`src/rtl/ebf_pkg.sv`:
```
// ----------------------------------------------------------------------------
// ebf_pkg
// Shared types and constants of the event block framer: block geometry,
// header field widths, queue entry layout and back-end sequencer states.
// ----------------------------------------------------------------------------
package ebf_pkg;

  // Block geometry
  localparam int BLOCK_WORDS   = 512;
  localparam int HEADER_WORDS  = 2;
  localparam int PAYLOAD_WORDS = BLOCK_WORDS - HEADER_WORDS;
  localparam int WIB_W         = $clog2(PAYLOAD_WORDS);

  // Field widths
  localparam int DATA_W   = 64;
  localparam int TOTAL_W  = 20;
  localparam int DONE_W   = 21;
  localparam int SRC_W    = 12;
  localparam int TRIG_W   = 20;
  localparam int BLKNUM_W = 11;
  localparam int COUNT_W  = 10;
  localparam int MAGIC_W  = 16;

  // Configuration port
  localparam int APB_AW = 3;
  localparam int APB_DW = 32;
  localparam logic [APB_AW-1:0] REG_MAGIC_ADDR = 3'd0;
  localparam logic [MAGIC_W-1:0] MAGIC_RESET   = 16'h475A;

  // Request queue
  localparam int QUEUE_DEPTH = 4;
  localparam int QPTR_W      = $clog2(QUEUE_DEPTH);

  // One classified request: payload word plus its prepared header words
  typedef struct packed {
    logic [DATA_W-1:0] data;
    logic [DATA_W-1:0] hdr1;
    logic [DATA_W-1:0] hdr2;
    logic              has_hdr;
    logic              last;
  } ebf_entry_t;

  // Back-end output phase
  typedef enum logic [1:0] {
    PH_HDR1,
    PH_HDR2,
    PH_DATA
  } ebf_phase_t;

endpackage

```
`src/rtl/ebf_front.sv`:
```
// ----------------------------------------------------------------------------
// ebf_front
// Accepts payload words, tracks event and block position, and builds the
// header words for requests that open a block.
// ----------------------------------------------------------------------------
module ebf_front (
  input  logic                        clk,
  input  logic                        rst_n,
  input  logic [ebf_pkg::MAGIC_W-1:0] magic_word,
  input  logic                        in_valid,
  input  logic [ebf_pkg::DATA_W-1:0]  in_data_word,
  input  logic [ebf_pkg::TOTAL_W-1:0] in_event_words,
  input  logic [ebf_pkg::SRC_W-1:0]   in_source_id,
  input  logic [ebf_pkg::TRIG_W-1:0]  in_trigger_id,
  input  logic                        push_en,
  output ebf_pkg::ebf_entry_t         push_entry
);
  import ebf_pkg::*;

  logic [DONE_W-1:0]   words_done_r,   words_done_nxt;
  logic [BLKNUM_W-1:0] block_number_r, block_number_nxt;
  logic [WIB_W-1:0]    wib_r,          wib_nxt;

  logic [DONE_W:0]     done_inc;
  logic [DONE_W-1:0]   total_ext;
  logic                final_word;
  logic                block_start;
  logic [DONE_W-1:0]   remaining;
  logic                last_blk;
  logic [DONE_W-1:0]   count_full;
  logic [COUNT_W-1:0]  count;
  logic [WIB_W:0]      wib_inc;

  // Classify the request
  always_comb begin
    total_ext   = DONE_W'(in_event_words);
    done_inc    = {1'b0, words_done_r} + (DONE_W+1)'(1);
    final_word  = done_inc >= (DONE_W+1)'(in_event_words);
    block_start = (wib_r == '0);
    remaining   = (total_ext > words_done_r) ? (total_ext - words_done_r)
                                             : DONE_W'(1);
    last_blk    = remaining <= DONE_W'(PAYLOAD_WORDS);
    count_full  = last_blk ? remaining : DONE_W'(PAYLOAD_WORDS);
    count       = count_full[COUNT_W-1:0];
  end

  // Build the request entry
  always_comb begin
    push_entry.data    = in_data_word;
    push_entry.hdr1    = {magic_word, 5'd0, block_number_r,
                          (block_number_r == '0), last_blk, 20'd0, count};
    push_entry.hdr2    = {20'd0, in_source_id, 12'd0, in_trigger_id};
    push_entry.has_hdr = block_start;
    push_entry.last    = final_word;
  end

  // Advance position; clear on the event's final word
  always_comb begin
    words_done_nxt   = words_done_r;
    block_number_nxt = block_number_r;
    wib_nxt          = wib_r;
    wib_inc          = {1'b0, wib_r} + (WIB_W+1)'(1);
    if (in_valid && push_en) begin
      if (final_word) begin
        words_done_nxt   = '0;
        block_number_nxt = '0;
        wib_nxt          = '0;
      end else begin
        words_done_nxt = done_inc[DONE_W-1:0];
        if (wib_inc >= (WIB_W+1)'(PAYLOAD_WORDS)) begin
          wib_nxt          = '0;
          block_number_nxt = block_number_r + BLKNUM_W'(1);
        end else begin
          wib_nxt = wib_inc[WIB_W-1:0];
        end
      end
    end
  end

  always_ff @(posedge clk) begin
    if (!rst_n) begin
      words_done_r   <= '0;
      block_number_r <= '0;
      wib_r          <= '0;
    end else begin
      words_done_r   <= words_done_nxt;
      block_number_r <= block_number_nxt;
      wib_r          <= wib_nxt;
    end
  end

endmodule

```
`src/rtl/ebf_queue.sv`:
```
// ----------------------------------------------------------------------------
// ebf_queue
// Small request queue between the front and back ends.
// ----------------------------------------------------------------------------
module ebf_queue (
  input  logic                clk,
  input  logic                rst_n,
  input  logic                push,
  input  ebf_pkg::ebf_entry_t push_entry,
  output logic                full,
  input  logic                pop,
  output logic                empty,
  output ebf_pkg::ebf_entry_t head
);
  import ebf_pkg::*;

  ebf_entry_t        slot_r [QUEUE_DEPTH];
  logic [QPTR_W-1:0] wr_ptr_r, wr_ptr_nxt;
  logic [QPTR_W-1:0] rd_ptr_r, rd_ptr_nxt;
  logic [QPTR_W:0]   fill_r,   fill_nxt;

  assign full  = (fill_r == (QPTR_W+1)'(QUEUE_DEPTH));
  assign empty = (fill_r == '0);
  assign head  = slot_r[rd_ptr_r];

  // Pointer and fill bookkeeping
  always_comb begin
    wr_ptr_nxt = push ? wr_ptr_r + QPTR_W'(1) : wr_ptr_r;
    rd_ptr_nxt = pop  ? rd_ptr_r + QPTR_W'(1) : rd_ptr_r;
    fill_nxt   = fill_r + (QPTR_W+1)'(push) - (QPTR_W+1)'(pop);
  end

  always_ff @(posedge clk) begin
    if (!rst_n) begin
      wr_ptr_r <= '0;
      rd_ptr_r <= '0;
      fill_r   <= '0;
    end else begin
      wr_ptr_r <= wr_ptr_nxt;
      rd_ptr_r <= rd_ptr_nxt;
      fill_r   <= fill_nxt;
    end
  end

  // Store requests
  always_ff @(posedge clk) begin
    if (push) begin
      slot_r[wr_ptr_r] <= push_entry;
    end
  end

endmodule

```
`src/rtl/ebf_back.sv`:
```
// ----------------------------------------------------------------------------
// ebf_back
// Emits each queued request as two headers and a payload word, or as the
// payload word alone, through a registered output stage.
// ----------------------------------------------------------------------------
module ebf_back (
  input  logic                       clk,
  input  logic                       rst_n,
  input  logic                       q_empty,
  input  ebf_pkg::ebf_entry_t        q_head,
  output logic                       q_pop,
  output logic                       out_valid,
  input  logic                       out_stall,
  output logic [ebf_pkg::DATA_W-1:0] out_word,
  output logic                       out_is_header,
  output logic                       out_run_last,
  output logic                       out_event_end
);
  import ebf_pkg::*;

  ebf_phase_t        phase_r, phase_nxt;
  logic              vld_r, vld_nxt;
  logic [DATA_W-1:0] word_r, word_nxt;
  logic              hdr_r, hdr_nxt;
  logic              rlast_r, rlast_nxt;
  logic              eend_r, eend_nxt;
  logic              load;

  // Output register takes a new word when empty or being drained
  assign load = !vld_r || !out_stall;

  always_comb begin
    phase_nxt = phase_r;
    vld_nxt   = vld_r && out_stall;
    word_nxt  = word_r;
    hdr_nxt   = hdr_r;
    rlast_nxt = rlast_r;
    eend_nxt  = eend_r;
    q_pop     = 1'b0;
    if (load && !q_empty) begin
      vld_nxt = 1'b1;
      unique case (phase_r)
        PH_HDR1: begin
          if (q_head.has_hdr) begin
            word_nxt  = q_head.hdr1;
            hdr_nxt   = 1'b1;
            rlast_nxt = 1'b0;
            eend_nxt  = 1'b0;
            phase_nxt = PH_HDR2;
          end else begin
            word_nxt  = q_head.data;
            hdr_nxt   = 1'b0;
            rlast_nxt = 1'b1;
            eend_nxt  = q_head.last;
            q_pop     = 1'b1;
          end
        end
        PH_HDR2: begin
          word_nxt  = q_head.hdr2;
          hdr_nxt   = 1'b1;
          rlast_nxt = 1'b0;
          eend_nxt  = 1'b0;
          phase_nxt = PH_DATA;
        end
        PH_DATA: begin
          word_nxt  = q_head.data;
          hdr_nxt   = 1'b0;
          rlast_nxt = 1'b1;
          eend_nxt  = q_head.last;
          q_pop     = 1'b1;
          phase_nxt = PH_HDR1;
        end
        default: begin
          phase_nxt = PH_HDR1;
          vld_nxt   = 1'b0;
        end
      endcase
    end
  end

  always_ff @(posedge clk) begin
    if (!rst_n) begin
      phase_r <= PH_HDR1;
      vld_r   <= 1'b0;
    end else begin
      phase_r <= phase_nxt;
      vld_r   <= vld_nxt;
    end
  end

  // Hold the result payload
  always_ff @(posedge clk) begin
    word_r  <= word_nxt;
    hdr_r   <= hdr_nxt;
    rlast_r <= rlast_nxt;
    eend_r  <= eend_nxt;
  end

  assign out_valid     = vld_r;
  assign out_word      = word_r;
  assign out_is_header = hdr_r;
  assign out_run_last  = rlast_r;
  assign out_event_end = eend_r;

endmodule

```
`src/rtl/event_block_framer.sv`:
```
// ----------------------------------------------------------------------------
// event_block_framer
// Cuts events of 64-bit payload words into blocks and puts two header words
// in front of each block.
//
//   Port group | Direction | Handshake          | Carries
//   in_*       | input     | in_valid/in_stall  | payload word, length, ids
//   out_*      | output    | out_valid/out_stall| framed word and flags
//   APB        | input     | psel/penable       | magic_word at address 0
//
// One request enters per cycle while the queue has room. A request that opens
// a block leaves as three words, any other as one, all through the single
// output register, so a full block of PAYLOAD_WORDS requests leaves as
// BLOCK_WORDS output words. A request's words pass through a queue slot,
// then the output register. The four-entry queue absorbs header slots;
// in_stall is high only when it is full. Reset is synchronous and clears
// position state, queue and output valid; magic_word returns to its default.
// ----------------------------------------------------------------------------
module event_block_framer (
  input  logic                        clk,
  input  logic                        rst_n,
  input  logic                        in_valid,
  output logic                        in_stall,
  input  logic [ebf_pkg::DATA_W-1:0]  in_data_word,
  input  logic [ebf_pkg::TOTAL_W-1:0] in_event_words,
  input  logic [ebf_pkg::SRC_W-1:0]   in_source_id,
  input  logic [ebf_pkg::TRIG_W-1:0]  in_trigger_id,
  output logic                        out_valid,
  input  logic                        out_stall,
  output logic [ebf_pkg::DATA_W-1:0]  out_word,
  output logic                        out_is_header,
  output logic                        out_run_last,
  output logic                        out_event_end,
  input  logic                        psel,
  input  logic                        penable,
  input  logic                        pwrite,
  input  logic [ebf_pkg::APB_AW-1:0]  paddr,
  input  logic [ebf_pkg::APB_DW-1:0]  pwdata,
  output logic [ebf_pkg::APB_DW-1:0]  prdata,
  output logic                        pready
);
  import ebf_pkg::*;

  logic [MAGIC_W-1:0] magic_r, magic_nxt;
  logic               q_full;
  logic               q_empty;
  logic               q_pop;
  logic               push;
  ebf_entry_t         push_entry;
  ebf_entry_t         q_head;
  logic               addr_hit;

  // Configuration register
  assign pready   = 1'b1;
  assign addr_hit = (paddr[APB_AW-1:2] == REG_MAGIC_ADDR[APB_AW-1:2]);

  always_comb begin
    magic_nxt = magic_r;
    if (psel && penable && pwrite && addr_hit) begin
      magic_nxt = pwdata[MAGIC_W-1:0];
    end
  end

  always_ff @(posedge clk) begin
    if (!rst_n) begin
      magic_r <= MAGIC_RESET;
    end else begin
      magic_r <= magic_nxt;
    end
  end

  assign prdata = addr_hit ? APB_DW'(magic_r) : '0;

  // Accept requests while the queue has room
  assign in_stall = q_full;
  assign push     = in_valid && !q_full;

  ebf_front u_front (
    .clk            (clk),
    .rst_n          (rst_n),
    .magic_word     (magic_r),
    .in_valid       (in_valid),
    .in_data_word   (in_data_word),
    .in_event_words (in_event_words),
    .in_source_id   (in_source_id),
    .in_trigger_id  (in_trigger_id),
    .push_en        (!q_full),
    .push_entry     (push_entry)
  );

  ebf_queue u_queue (
    .clk        (clk),
    .rst_n      (rst_n),
    .push       (push),
    .push_entry (push_entry),
    .full       (q_full),
    .pop        (q_pop),
    .empty      (q_empty),
    .head       (q_head)
  );

  ebf_back u_back (
    .clk           (clk),
    .rst_n         (rst_n),
    .q_empty       (q_empty),
    .q_head        (q_head),
    .q_pop         (q_pop),
    .out_valid     (out_valid),
    .out_stall     (out_stall),
    .out_word      (out_word),
    .out_is_header (out_is_header),
    .out_run_last  (out_run_last),
    .out_event_end (out_event_end)
  );

endmodule

```
`config.mk`:
```
export PLATFORM = sky130hd
export DESIGN_NAME = event_block_framer
export DESIGN_NICKNAME = d
export VERILOG_FILES = /design/src/rtl/ebf_pkg.sv /design/src/rtl/ebf_front.sv /design/src/rtl/ebf_queue.sv /design/src/rtl/ebf_back.sv /design/src/rtl/event_block_framer.sv
export SDC_FILE = /design/constraint.sdc
export NUM_CORES = 1
export LEC_CHECK = 0
export BUFFER_PORTS_ARGS = -buffer_cell sky130_fd_sc_hd__buf_2
export CORE_UTILIZATION = 25
export DETAILED_ROUTE_END_ITERATION = 10
export HOLD_SLACK_MARGIN = 0.15
export SLEW_MARGIN = 20
export SYNTH_ARGS = -nofsm -noshare
export SYNTH_HDL_FRONTEND = slang
export SYNTH_HIERARCHICAL = 1
export SYNTH_SLANG_ARGS = --single-unit
```
`constraint.sdc`:
```
create_clock -name clk -period 13.6 [get_ports clk]
set_clock_uncertainty 0.05 [all_clocks]
set_input_delay 1.36 -clock clk [delete_from_list [all_inputs] [get_ports clk]]
set_output_delay 1.36 -clock clk [all_outputs]
set_load 0.01 [all_outputs]
```
==> Word level (Yosys, flattened, before mapping) <==
Memories as Yosys holds them, arrays and structs flattened. A register that Yosys moved wholly into a read port is not among the register bits.
Cells that the tools add are included.
{ "word_totals": {"regBits": 134, "mem_bits_rw": 548, "output_inout_bits": 102, "word_cells": 78, "memories": 1} }
{ "mem_list": {"columns": ["name", "words", "width", "read_ports", "rd_clocked_by_memory_dff", "write_ports", "line_no", "text"], "rows": [
  ["u_queue.slot_r", 4, 137, 1, 1, 1, "ebf_queue.sv:17", "ebf_entry_t slot_r [QUEUE_DEPTH];"]
]} }
{ "classes": {"add_sub_neg": 8, "n_lt_le_gt_ge": 4, "n_eq_ne": 4, "muxes": 26, "bitwise": 1, "reduce_logical": 21} }
{ "op_table": {"columns": ["op", "count"], "rows": [
  ["$pmux 64 s3", 1],
  ["$mux 64", 1],
  ["$mux 21", 2],
  ["$add 21x1->22 const B", 1],
  ["$ge 22x20->1", 1],
  ["$mux 11", 2],
  ["$gt 20x21->1", 1],
  ["$le 21x9->1 const B", 1],
  ["$sub 20x21->21", 1],
  ["$mux 9", 2],
  ["$mux 16", 1],
  ["$add 11x1->11 const B", 1],
  ["$logic_not 11->1", 1],
  ["$add 9x1->10 const B", 1],
  ["$ge 10x9->1 const B", 1],
  ["$mux 10", 1],
  ["$logic_not 9->1", 1],
  ["$pmux 1 s3", 3],
  ["$mux 1", 8],
  ["$logic_and 1x1->1", 6],
  ["$mux 2", 3],
  ["$reduce_and 2->1", 3],
  ["$add 2x1->2 const B", 2],
  ["$logic_not 1->1", 4],
  ["15 further kinds", 15]
]} }

==> Logic depth before layout (Yosys ltp) <==
Gate-level depths: netlist of the first run.
{ "logic_depth": {"word_depth": 6, "ltp_mapped": 18, "mapped_depth_nobuf": 17} }

==> Modules after synthesis <==
Netlist of the first run, hierarchy kept.
{ "modules_own_cells": {"columns": ["module", "instances", "cells_per_inst", "area_each_um2"], "rows": [
  ["ebf_queue", 1, 1057, 28452.3],
  ["ebf_front", 1, 775, 5701.7],
  ["ebf_back", 1, 258, 3488.3],
  ["event_block_framer", 1, 108, 957.2]
]} }

==> Least setup slack after synthesis of the first run <==
No wires, ideal clock.
{ "synth_path": {"path_kind": "input -> register", "start": "in in_valid", "end": "mem u_queue/slot_r[0][0] (netlist name) (enable)", "t_arrival_ns": 6.171, "t_required_ns": 12.973, "path_slack_ns": 6.801, "stages": 2, "path_buffers": 0, "cell_sequence": "nor2b_1 > and2_1"} }
{ "synth_between": {"elab_chain_cells": 3} }
{ "synth_rtl": {"columns": ["element", "line_no", "text"], "rows": [
  ["start: declaration", "event_block_framer.sv:22", "input logic in_valid,"],
  ["$logic_and 1x1->1", "event_block_framer.sv:76", "assign push = in_valid && !q_full;"],
  ["$mux 1", "ebf_queue.sv:47", "if (push) begin"],
  ["$mux 1 (implied by the code)", "ebf_queue.sv:48", "slot_r[wr_ptr_r] <= push_entry;"],
  ["end: declaration", "ebf_queue.sv:17", null]
]} }
No other way between the ends.

==> results.md, run 1 <==
- Result of the run: completed
- Standard-cell row count: between 100 and 150
- GP Congestion: between 0.8 and 0.9
- Count of synthesis-stage warnings from yosys: 6
- Maximum number of pins on one net before global-route repair: approximately 150
- Number of antenna violations at the first check in global routing: 30
- Detailed-route via count: about 20000
- Initial standard-cell utilization of the core: about a quarter
- Number of buffers inserted for hold repair after clock tree synthesis: 0
- Area contributors post-synth: sky130_fd_sc_hd__edfxtp_1, sky130_fd_sc_hd__mux4_2, sky130_fd_sc_hd__buf_4, sky130_fd_sc_hd__dfxtp_1, sky130_fd_sc_hd__ha_1
- Mean instance size in the synthesized netlist: roughly 18 µm²
- Post-layout minimum cycle time: slightly below 5 ns
- Via count of the first global-routing pass: about 20000
- Lkg Pwr: around 14 nW
- Setup crit end kind: flop
- Ys async rst share: 0%
- Clk pin slew, worst setup/hold paths: 0.06 ns
- Setup violation total in the final timing report: 0
- Share of final-layout standard cells stronger than drive strength 1: 25.6%
- Post-synthesis sequential element count: approximately 910
- Quantity of I/O buffers inserted on ports: between 200 and 250
- Post-synth EDFFs: 843
- Slew margin rel.: between 20% and 30%
- Top-level I/O count: between 200 and 300
- H-tree lvl count: 3
- TritonCTS clock tree: built
- Resized Gates After CTS: 0
- Post-detailed-route DRC marker count: 0
- Pre-CTS WS: ~8.7 ns
- Seq/Total Area, Yosys: 69.2%
- Final-layout setup total negative slack: 0 ns
- Number of buffers inserted to repair setup after CTS: 0
- Area of the mapped netlist: roughly 0.039 mm²
- Die Height: slightly below 400 µm
- Number of pins exceeding their max-slew limit in the final report: 0
- Via density: ~4.4
- RSZ-0062 raised after global routing: no
- Path class of the lowest-slack min-delay path: flop to flop
- Most common cell in the netlist: sky130_fd_sc_hd__edfxtp_1
- Final hold vios: 0
- Cell type with the largest total area after synthesis: sky130_fd_sc_hd__edfxtp_1
- Buffer cell driving the clock tree root: sky130_fd_sc_hd__clkbuf_16
- Total power after layout: 0.00779 W
- Placeable Area: 0.153 mm²
- PnR worst setup slack: 8.73 ns
- CP Data Arrival Time: 5.45 ns
- Share of the clock period used by the worst path: between 30% and 40%
- Worst hold slack: 0.405 ns
- Sinks on Clock Net: approximately 900
- Maximum fanout along the worst path: 8
- Startpoint-to-endpoint class of the critical path: flop to flop
- Peak supply drop: about 210 µV
- Leading post-synthesis cells by instance count: sky130_fd_sc_hd__edfxtp_1, sky130_fd_sc_hd__mux4_2, sky130_fd_sc_hd__buf_4
- CP Data Required Time: approximately 14 ns
- Layout fillers: 15100
- Clock latency of the later-clocked register in the worst-skew pair: between 0.7 and 0.8 ns
- Layout overhead on the synthesized area: 14.1%
- Synth top area share: between 60% and 70%
- Buffer depth of the longest clock path: 3
- Routed wire length: 86600 µm
- Number of nets in the final layout: between 2000 and 3000
- 1st-iter DRT viols: 1462
- Total Routing Usage GR: around 11%
- Power density normalized to cell area: about 180 mW/mm²
- Global-route wire length before repair: between 100000 and 150000 µm
- Worst Max-Slew Pin Slew: ~1.1 ns
- WL per Instance: between 15 and 20 µm
- Number of nets still failing antenna checks after routing: 0
- Number of standard cells after synthesis: about 2200
- DPL Wire Length: just over 50000 µm
- Max Clock Freq: 0.205 GHz
- Nature of the critical path startpoint: flop
- Ys flop type: sky130_fd_sc_hd__edfxtp_1
- Detailed-routing iteration count for the pre-antenna-repair pass: 5
- Chip width: between 300 and 400 µm
- Total clock buffers created by CTS: between 90 and 100
- Global-route congestion overflow total: 0
- Count of maximum capacitance violations: 0
- Number of distinct library cell variants in the gate-level netlist after synthesis: 79
- Area of the die: between 0.15 and 0.2 mm²
cell families (layout without fill, tap and decap cells):
family                   count (synthesis)  after routing  synth area share (%)
AO/OA/AOI/OAI                          228            228                  4.49
XOR/XNOR                                38             38                 0.901
adder cells (fa/ha/maj)                 61             61                  2.02
buffers and inverters                  363            502                  6.11
flip-flops                             912            912                  69.2
multiplexers                           217            217                  11.9
other                                    3             80                0.0292
AND/OR/NAND/NOR                        376            376                  5.37
area by class of cell:
type	count	area, µm²	share of cell area, %
Antenna cell	5	12.5	0.0284
Clock buffer	122	2580	5.87
Clock inverter	63	731	1.66
Inverter	65	244	0.554
Multi-Input combinational cell	995	9880	22.4
Sequential cell	912	26700	60.6
Tap cell	2030	2540	5.77
Timing Repair Buffer	252	1360	3.08
routing by layer:
metal  up-vias  track usage, %  wire, µm
li1       8755               -         -
met1     10200            14.2     36900
met2       508            17.5     40900
met3       161            3.11      6260
met4        26            3.79      2340
met5         -               0       164
through the flow:
| step | instances | utilization [%] | cell area, µm² |
|---|---|---|---|
| finish | 4444 | 28.9 | 44000 |
| global route | 4442 | 28.9 | 44000 |
| CTS | 4439 | 28.9 | 44000 |
| detailed placement | 4254 | 26.7 | 40700 |
| global placement | 4254 | 26.7 | 40700 |
| floorplan | 2270 | - | 38900 |
cells in the final DEF, fill, tap and decap left out, drive strengths merged, types with 44 or more instances in the layout:
cell type and n:
buf 252, nand3 55, mux4 194, edfxtp 843
a221o 64, conb 75, clkbuf 122, dfxtp 69
ha 59, a21oi 49, nand2 77, clkinv 44
and3 74, inv 69
path summary, 6_finish.rpt:
kind	to	slack [ns]	from	cells past startpoint
setup / recovery	u_front/words_done_r[16]	8.73	u_front/words_done_r[1]	17
hold / removal	u_front/words_done_r[19]	0.41	u_front/words_done_r[19]	2
setup reg to reg	u_front/words_done_r[16]	8.73	u_front/words_done_r[1]	17
hold reg to reg	u_front/words_done_r[19]	0.41	u_front/words_done_r[19]	2
critical path, cell delays in order (launching register included):
cell                       delay (ns)
sky130_fd_sc_hd__dfxtp_1         0.47
sky130_fd_sc_hd__ha_1            0.30
sky130_fd_sc_hd__nand3_1         0.15
sky130_fd_sc_hd__nor3_2          0.39
sky130_fd_sc_hd__nand4_1         0.31
sky130_fd_sc_hd__nor3_1          0.46
sky130_fd_sc_hd__nand3_1         0.16
sky130_fd_sc_hd__xnor2_1         0.23
sky130_fd_sc_hd__ha_1            0.28
sky130_fd_sc_hd__and4_1          0.16
sky130_fd_sc_hd__nand3_1         0.15
sky130_fd_sc_hd__or4_1           0.14
sky130_fd_sc_hd__a21oi_1         0.05
sky130_fd_sc_hd__nor4_2          0.48
sky130_fd_sc_hd__and2_1          0.22
sky130_fd_sc_hd__inv_1           0.20
sky130_fd_sc_hd__or4_1           0.52
sky130_fd_sc_hd__o211ai_1        0.09
registers in the layout, summed over array words and instances, names as in the netlist, named ones only:
name	flops
u_back/out_is_header	1
u_back/out_valid	1
u_back/out_word	64
u_back/out_event_end	1
u_queue/fill_r	3
u_back/out_run_last	1
magic_r	16
u_front/block_number_r	11
u_front/wib_r	9
u_queue/wr_ptr_r	2
u_queue/rd_ptr_r	2
u_queue/slot_r	776
u_back/phase_r	2
u_front/words_done_r	21
where the power goes:
group          switching [W]  internal [W]
Combinational       0.000907      0.000550
Clock                0.00112       0.00157
Sequential          0.000116       0.00352
No activity file was read; power rests on OpenSTA's default activity.
==> inputs of run 2 (changes only) <==
--- a/config.mk
+++ b/config.mk
@@ -5,6 +5,7 @@
 export SDC_FILE = /design/constraint.sdc
 export NUM_CORES = 1
 export LEC_CHECK = 0
+export ABC_AREA = 1
 export BUFFER_PORTS_ARGS = -buffer_cell sky130_fd_sc_hd__buf_2
 export CORE_UTILIZATION = 25
 export DETAILED_ROUTE_END_ITERATION = 10
==> constraint.sdc (replaced) <==
create_clock -name clk -period 4.2 [get_ports clk]
set_clock_uncertainty 0.05 [all_clocks]
set_input_delay 0.42 -clock clk [delete_from_list [all_inputs] [get_ports clk]]
set_output_delay 0.42 -clock clk [all_outputs]
set_load 0.01 [all_outputs]
==> results.md, run 2 <==
- Setup violation total in the final timing report: 0 (unchanged)
- DPL Wire Length: 56800 µm (+11%)
- Count of synthesis-stage warnings from yosys: 6 (unchanged)
- Power share of the clock group: 30.4% (-4.2 points)
- Met2 GRT Util: 17.8% (+0.27 points)
- 1st-iter DRT viols: 1832 (+25%)
- Via count of the first global-routing pass: 25100 (+25%)
- Final-layout setup total negative slack: 0 ns (unchanged)
- Chip width: 409 µm (+3.5%)
- Result of the run: completed
- Routed wire length: 93800 µm (+8.4%)
- Peak supply drop: 1090 µV (+420%)
- Most common cell in the netlist: sky130_fd_sc_hd__nand2_1
- Number of antenna violations at the first check in global routing: 7 (-77%)
- Seq/Total Area, Yosys: 64.5% (-4.6 points)
- Final standard cell count with taps included and fillers excluded: 6315 (+42%)
- Top-level I/O count: 260 (unchanged)
- Area contributors post-synth: sky130_fd_sc_hd__edfxtp_1, sky130_fd_sc_hd__nand2_1, sky130_fd_sc_hd__inv_1, sky130_fd_sc_hd__buf_4, sky130_fd_sc_hd__o211ai_1
- Maximum number of pins on one net before global-route repair: 249 (+67%)
- Post-detailed-route DRC marker count: 0 (unchanged)
- Cell Int Power: 0.0185 W (+230%)
- TritonCTS clock tree: built
- Total power after layout: 0.0279 W (+260%)
- Number of nets still failing antenna checks after routing: 0 (unchanged)
- Nature of the critical path startpoint: flop
- Die Height: 409 µm (+3.5%)
- Layout fillers: 16600 (+11%)
- Number of buffers inserted to repair setup after CTS: 0 (unchanged)
- Mean instance size in the synthesized netlist: 10.7 µm² (-39%)
- Critical Path Most Common Cell: sky130_fd_sc_hd__nand2_1
- Synth top area share: 61.2% (-4.4 points)
- Cell-by-cell trace of the critical path: inv_1 -> nor3_4 -> inv_1 -> nor2_2 -> nand3_1 -> nor2_1 -> nand3_1 -> nor2_1 -> nand2_1 -> and2_1 -> ha_1 -> a21oi_1 -> o21a_1 -> o21a_1 -> nand2_1 -> nor2_2 -> nand2_4 -> nor2_4 -> buf_4 -> nand2_1 -> a21oi_1
- Switching power: 0.00940 W (+340%)
- Critical hold path startpoint: rst_n
- Worst Max-Slew Pin Slew: 1.17 ns (+0.0725 ns)
- Number of distinct library cell variants in the gate-level netlist after synthesis: 45 (-43%)
- Max reg flops: 776 (unchanged)
- Most frequent cells in the layout: sky130_fd_sc_hd__nand2_1, sky130_fd_sc_hd__edfxtp_1, sky130_fd_sc_hd__inv_1, sky130_fd_sc_hd__a21oi_1, sky130_fd_sc_hd__buf_2
- Global-route congestion overflow total: 0 (unchanged)
- Combinational power share: 26.8% (+8.1 points)
- Final core occ: 29.4% (+0.58 points)
- Share of the clock period used by the worst path: 86.5% (+51 points)
- Met1 global-route usage: 15.0% (+0.81 points)
- Met3 Usage GRT: 1.89% (-1.2 points)
- Post-synth EDFFs: 843 (unchanged)
- CP Data Required Time: 4.78 ns (-9.40 ns)
- Sinks on Clock Net: 912 (unchanged)
- WL per Instance: 14.9 µm (-24%)
- Hold Path Cell Cnt: 4 (+2)
- Quantity of I/O buffers inserted on ports: 224 (unchanged)
- Initial standard-cell utilization of the core: 25.3% (about the same)
- Leading post-synthesis cells by instance count: sky130_fd_sc_hd__nand2_1, sky130_fd_sc_hd__edfxtp_1, sky130_fd_sc_hd__inv_1
- Worst Hold Endpoint: u_queue/fill_r[1]
- GP Congestion: 0.835 (+2.6%)
- CP Data Arrival Time: 4.21 ns (-1.24 ns)
- Ys async rst share: 0% (unchanged)
- Largest register by flop count: u_queue/slot_r
- Area occupied by multi-input gates: 0.0103 mm² (+4.8%)
- Switching part of the total power: 33.7% (+6.1 points)
- Layout overhead on the synthesized area: 16.4%
- Depth of the worst register-to-register path: 21 (+4)
- Area of the mapped netlist: 0.0414 mm² (+7.2%)
- Placeable Area: 0.164 mm² (+7.1%)
- Clock latency of the later-clocked register in the worst-skew pair: 0.71 ns (about the same)
- Worst hold slack: 0.261 ns (-0.144 ns)
- Buffer depth of the longest clock path: 3 (unchanged)
- Detailed-routing iteration count for the pre-antenna-repair pass: 5 (unchanged)
- Reg2Reg Setup Slack: 0.57 ns (-8.16 ns)
- Lkg Pwr: 18.5 nW (+28%)
- Source of the worst register-to-register timing path: u_front/words_done_r[0]
- Number of cells after detailed placement: 5999 (+41%)
- Worst flop-to-flop path endpoint: u_front/words_done_r[4]
- Cell type with the largest total area after synthesis: sky130_fd_sc_hd__edfxtp_1
- Sequential cell area in the final layout: 0.0267 mm² (unchanged)
- Number of nets in the final layout: 4271 (+68%)
- Standard-cell row count: 148 (+3.5%)
- Share of final-layout standard cells stronger than drive strength 1: 11.2% (-14 points)
- Buffer cell driving the clock tree root: sky130_fd_sc_hd__clkbuf_16
- Critical Path Slowest Stage Cell: sky130_fd_sc_hd__dfxtp_1
- Clk pin slew, worst setup/hold paths: 0.06 ns (about the same)
- RSZ-0062 raised after global routing: no
- Global-route wire length before repair: 145000 µm (+13%)
- Detailed-route via count: 26300 (+34%)
- Post-synthesis sequential element count: 912 (unchanged)
- H-tree lvl count: 3 (unchanged)
- Critical Path Max Stage Delay: 0.40 ns (-0.12 ns)
- Relative contribution of sequential cells to total power: 42.8% (-3.9 points)
- Final hold vios: 0 (unchanged)
- Number of standard cells after synthesis: 3848 (+75%)
- Path class of the lowest-slack min-delay path: input pin to flop
- Max Clock Freq: 0.275 GHz (+34%)
- Slew margin rel.: 22.0% (-4.8 points)
- Commonest non-fill, non-tap cell in the layout: sky130_fd_sc_hd__nand2_1
- Total Routing Usage GR: 11.1% (+0.091 points)
- Power density normalized to cell area: 580 mW/mm² (+230%)
- Busiest metal layer after global routing: met2
- Startpoint-to-endpoint class of the critical path: flop to flop
- Setup crit end kind: flop
- Via density: 4.17 (-5.7%)
- Post-layout minimum cycle time: 3.63 ns (-1.24 ns)
- Maximum fanout along the worst path: 20 (+12)
- Ys flop type: sky130_fd_sc_hd__edfxtp_1
- Total clock buffers created by CTS: 97 (-1.0%)
- Count of maximum capacitance violations: 0 (unchanged)
- Number of pins exceeding their max-slew limit in the final report: 0 (unchanged)
- Area of the die: 0.167 mm² (+7.1%)
[run 2: cell count changes after synthesis, moves of 74 or more]
cell,delta
sky130_fd_sc_hd__nand2_1,+819
sky130_fd_sc_hd__nor2_1,+81
sky130_fd_sc_hd__a21oi_1,+207
sky130_fd_sc_hd__o211ai_1,+184
sky130_fd_sc_hd__mux4_2,-194
sky130_fd_sc_hd__o21ai_0,+182
sky130_fd_sc_hd__inv_1,+523
sky130_fd_sc_hd__and3_1,-74
sky130_fd_sc_hd__buf_2,+83
[run 2: logic make-up after synthesis]
family / share of synthesized area (%)
adders and majority gates: 1.88
xor gates and xnor gates: 0.614
buffers and inverters: 11.1
other: 0.0272
AOI/OAI and AO/OA: 9.34
DFF: 64.5
and+or+nand+nor: 12.5
[run 2: power by group through the flow]
| stage | Clock [W] | Combinational [W] | Sequential [W] |
|---|---|---|---|
| 5_1_grt | 0.00908 | 0.00840 | 0.0120 |
| 2_1_floorplan | 0 | 0.00501 | 0.0123 |
| 3_5_place_dp | 0 | 0.00748 | 0.0121 |
| 4_1_cts | 0.00874 | 0.00762 | 0.0119 |
| 6_report | 0.00849 | 0.00749 | 0.0119 |
| 3_3_place_gp | 0 | 0.00741 | 0.0121 |
[run 2: worst max-delay path by stage]
stage,start,to,slack [ns],cells after the start
2_1_floorplan,u_queue/fill_r[1],u_queue/slot_r[0][0],0.03,6
3_3_place_gp,u_front/words_done_r[0],u_front/words_done_r[1],0.63,21
3_5_place_dp,u_front/words_done_r[0],u_front/words_done_r[18],0.57,21
4_1_cts,u_front/words_done_r[0],u_front/words_done_r[4],0.55,21
5_1_grt,u_front/words_done_r[0],u_front/words_done_r[18],0.16,21
6_report,u_front/words_done_r[0],u_front/words_done_r[4],0.57,21
[run 2: area by class of cell]
class / count / share of cell area, %
repair buffers: 386 / 6.05
flip-flops and latches: 912 / 55.5
clock buffers: 129 / 5.37
diodes: 6 / 0.0312
clock inverters: 52 / 1.24
well taps: 2175 / 5.65
multi-input cells: 2059 / 21.5
inverters: 596 / 4.68
[run 2: per-stage QoR]
| stage | setup WS (ns) | cell area, µm² |
|---|---|---|
| after global routing | 0.161 | 48100 |
| final | 0.567 | 48100 |
| after CTS | 0.549 | 48100 |
| after detailed placement | 0.574 | 43600 |
| after global placement | 0.626 | 43600 |
| after floorplan | 0.0292 | 41700 |
[run 2: routing by layer]
metal / wire [µm] / vias to the layer above
met5: 13 / -
met4: 2110 / 2
met3: 4430 / 126
met2: 43100 / 515
met1: 44200 / 12600
li1: - / 13100
[run 2: worst max-delay path: cells and delay by family, from the launching register on]
family / cells / cell delay, ns
adder cells (fa/ha/maj): 1 / 0.29
AND/OR/NAND/NOR: 13 / 1.82
AO/OA/AOI/OAI: 4 / 0.50
flip-flops: 1 / 0.40
buffers and inverters: 3 / 0.50
[run 2: repair_timing]
item	CTS	global route
gates resized for setup	0	0
hold endpoints to repair	400	0
hold buffers	129	0
endpoints found under the setup margin	0	0
==> inputs of run 3 (changes only) <==
--- a/config.mk
+++ b/config.mk
@@ -9,6 +9,7 @@
 export BUFFER_PORTS_ARGS = -buffer_cell sky130_fd_sc_hd__buf_2
 export CORE_UTILIZATION = 25
 export DETAILED_ROUTE_END_ITERATION = 10
+export GPL_TIMING_DRIVEN = 0
 export HOLD_SLACK_MARGIN = 0.15
 export SLEW_MARGIN = 20
 export SYNTH_ARGS = -nofsm -noshare
==> results.md, run 3 (same netlist as run 2, synthesis figures left out) <==
- Via count of the first global-routing pass: 26800 (+6.8%)
- Number of pins exceeding their max-slew limit in the final report: 0 (unchanged)
- Final hold vios: 0 (unchanged)
- Number of nets still failing antenna checks after routing: 0 (unchanged)
- RSZ-0062 raised after global routing: no
- GP Congestion: 0.833 (-0.29%)
- Layout overhead on the synthesized area: 22.1%
- Total clock buffers created by CTS: 96 (-1.0%)
- Setup crit end kind: flop
- Worst Hold Endpoint: magic_r[7]
- Max Clock Freq: 0.261 GHz (-5.2%)
- Detailed-routing iteration count for the pre-antenna-repair pass: 5 (unchanged)
- Clk pin slew, worst setup/hold paths: 0.06 ns (about the same)
- Busiest metal layer after global routing: met2
- Number of nets in the final layout: 4536 (+6.2%)
- Die Height: 409 µm (unchanged)
- Result of the run: completed
- Share of final-layout standard cells stronger than drive strength 1: 16.1% (+5.0 points)
- Power density normalized to cell area: 601 mW/mm² (+3.7%)
- Met3 Usage GRT: 1.99% (+0.11 points)
- DPL Wire Length: 82700 µm (+46%)
- Depth of the worst register-to-register path: 21 (unchanged)
- Hold Path Cell Cnt: 6 (+2)
- Total Routing Usage GR: 13.4% (+2.3 points)
- Post-layout minimum cycle time: 3.83 ns (+0.201 ns)
- Largest register by flop count: u_queue/slot_r
- Placeable Area: 0.164 mm² (unchanged)
- Number of antenna violations at the first check in global routing: 6 (-1)
- Peak supply drop: 341 µV (-69%)
- Buffer depth of the longest clock path: 3 (unchanged)
- Setup violation total in the final timing report: 0 (unchanged)
- Area of the die: 0.167 mm² (unchanged)
- Total power after layout: 0.0304 W (+8.8%)
- 1st-iter DRT viols: 2374 (+30%)
- Number of cells after detailed placement: 6257 (+4.3%)
- Critical hold path startpoint: psel
- Commonest non-fill, non-tap cell in the layout: sky130_fd_sc_hd__nand2_1
- Initial standard-cell utilization of the core: 25.3% (unchanged)
- Met1 global-route usage: 17.7% (+2.7 points)
- Quantity of I/O buffers inserted on ports: 127 (-43%)
- Worst Max-Slew Pin Slew: 0.791 ns (-0.380 ns)
- TritonCTS clock tree: built
- CP Data Required Time: 4.76 ns (-0.02 ns)
- CP Data Arrival Time: 4.40 ns (+0.19 ns)
- Most frequent cells in the layout: sky130_fd_sc_hd__nand2_1, sky130_fd_sc_hd__edfxtp_1, sky130_fd_sc_hd__inv_1, sky130_fd_sc_hd__a21oi_1, sky130_fd_sc_hd__buf_2
- Reg2Reg Setup Slack: 0.37 ns (-0.20 ns)
- Global-route wire length before repair: 170000 µm (+17%)
- Final standard cell count with taps included and fillers excluded: 6576 (+4.1%)
- Standard-cell row count: 148 (unchanged)
- Source of the worst register-to-register timing path: u_front/words_done_r[1]
- Via density: 4.29 (+2.8%)
- Path class of the lowest-slack min-delay path: input pin to flop
- Worst flop-to-flop path endpoint: u_front/words_done_r[13]
- Max reg flops: 776 (unchanged)
- Lkg Pwr: 20.1 nW (+8.4%)
- Share of the clock period used by the worst path: 91.3% (+4.8 points)
- Nature of the critical path startpoint: flop
- Met2 GRT Util: 22.5% (+4.7 points)
- Detailed-route via count: 28200 (+7.0%)
- Maximum fanout along the worst path: 10 (-50%)
- Count of maximum capacitance violations: 0 (unchanged)
- Slew margin rel.: 47.3% (+25 points)
- H-tree lvl count: 3 (unchanged)
- Maximum number of pins on one net before global-route repair: 29 (-88%)
- WL per Instance: 17.4 µm (+17%)
- Chip width: 409 µm (unchanged)
- Sinks on Clock Net: 912 (unchanged)
- Clock latency of the later-clocked register in the worst-skew pair: 0.72 ns (about the same)
- Global-route congestion overflow total: 0 (unchanged)
- Top-level I/O count: 260 (unchanged)
- Startpoint-to-endpoint class of the critical path: flop to flop
- Post-detailed-route DRC marker count: 0 (unchanged)
- Buffer cell driving the clock tree root: sky130_fd_sc_hd__clkbuf_16
- Routed wire length: 115000 µm (+22%)
## run 3: through the flow
| stage | area (µm²) | utilization, % | setup WS (ns) | hold WS (ns) | TNS [ns] |
|---|---|---|---|---|---|
| finish | 50500 | 30.9 | 0.366 | 0.272 | 0 |
| global route | 50500 | 30.9 | 0.0410 | 0.291 | 0 |
| CTS | 50500 | 30.9 | 0.287 | 0.220 | 0 |
| detailed placement | 45800 | 28.0 | 0.333 | 0.407 | 0 |
| global placement | 45000 | 27.5 | -2.87 | 0.404 | -2349.14 |
| floorplan | 41700 | - | 0.0292 | 0.386 | 0 |
## run 3: worst max-delay path by stage
| stage | start | endpoint | slack (ns) | cells after the start |
|---|---|---|---|---|
| after floorplan | u_queue/fill_r[1] | u_queue/slot_r[0][0] | 0.03 | 6 |
| after CTS | u_front/words_done_r[1] | u_front/words_done_r[16] | 0.29 | 21 |
| final | u_front/words_done_r[1] | u_front/words_done_r[13] | 0.37 | 21 |
| after global placement | u_queue/fill_r[1] | u_queue/slot_r[3][148] | -2.87 | 6 |
| after detailed placement | u_front/words_done_r[1] | u_front/words_done_r[16] | 0.33 | 21 |
| after global routing | u_front/words_done_r[1] | u_front/words_done_r[11] | 0.04 | 21 |
## run 3: power by group
part / internal, W / leakage (nW) / total [W] / switching (W)
combinational: 0.00272 / 10.2 / 0.00947 / 0.00675
sequential: 0.0115 / 8.26 / 0.0119 / 0.000367
clock: 0.00529 / 1.63 / 0.00899 / 0.00370
## run 3: cell type report
cell class	instances	area, µm²
multi-input combinational	2059	10400
buffer	353	2360
tap	2175	2720
antenna	4	10.0
clock inverter	69	905
sequential	912	26700
inverter	596	2250
clock buffer	109	2450
timing repair buffer	299	2750
fill	16500	113000
## run 3: repair_timing
item                                    in CTS  in global routing
resized for setup                            0                  1
hold endpoints to repair                   417                  0
endpoints found under the setup margin       0                 19
hold buffers                               136                  0
setup buffers                                0                  1
## run 3: per-layer routing
| layer | part of all wire (%) | wire length [µm] | vias to the layer above |
|---|---|---|---|
| li1 | - | - | 13600 |
| met1 | 43 | 49800 | 13500 |
| met2 | 48 | 55100 | 861 |
| met3 | 5.8 | 6680 | 154 |
| met4 | 2.6 | 2950 | 6 |
| met5 | 0.027 | 31 | - |
## run 3: critical path, stage by stage (launching register included)
cell and delay (ns):
sky130_fd_sc_hd__dfxtp_1 0.42, sky130_fd_sc_hd__inv_1 0.13, sky130_fd_sc_hd__nor3_4 0.29, sky130_fd_sc_hd__inv_1 0.12, sky130_fd_sc_hd__nor2_2 0.13, sky130_fd_sc_hd__nand3_1 0.15, sky130_fd_sc_hd__nor2_2 0.18, sky130_fd_sc_hd__nand3_1 0.16
sky130_fd_sc_hd__nor2_1 0.13, sky130_fd_sc_hd__nand2_1 0.05, sky130_fd_sc_hd__and2_1 0.18, sky130_fd_sc_hd__ha_1 0.29, sky130_fd_sc_hd__a21oi_1 0.14, sky130_fd_sc_hd__o21a_1 0.13, sky130_fd_sc_hd__o21a_1 0.13, sky130_fd_sc_hd__nand2_1 0.07
sky130_fd_sc_hd__nor2_2 0.13, sky130_fd_sc_hd__nand2_4 0.18, sky130_fd_sc_hd__nor2_4 0.26, sky130_fd_sc_hd__buf_6 0.20, sky130_fd_sc_hd__nand2_1 0.07, sky130_fd_sc_hd__a21oi_1 0.12
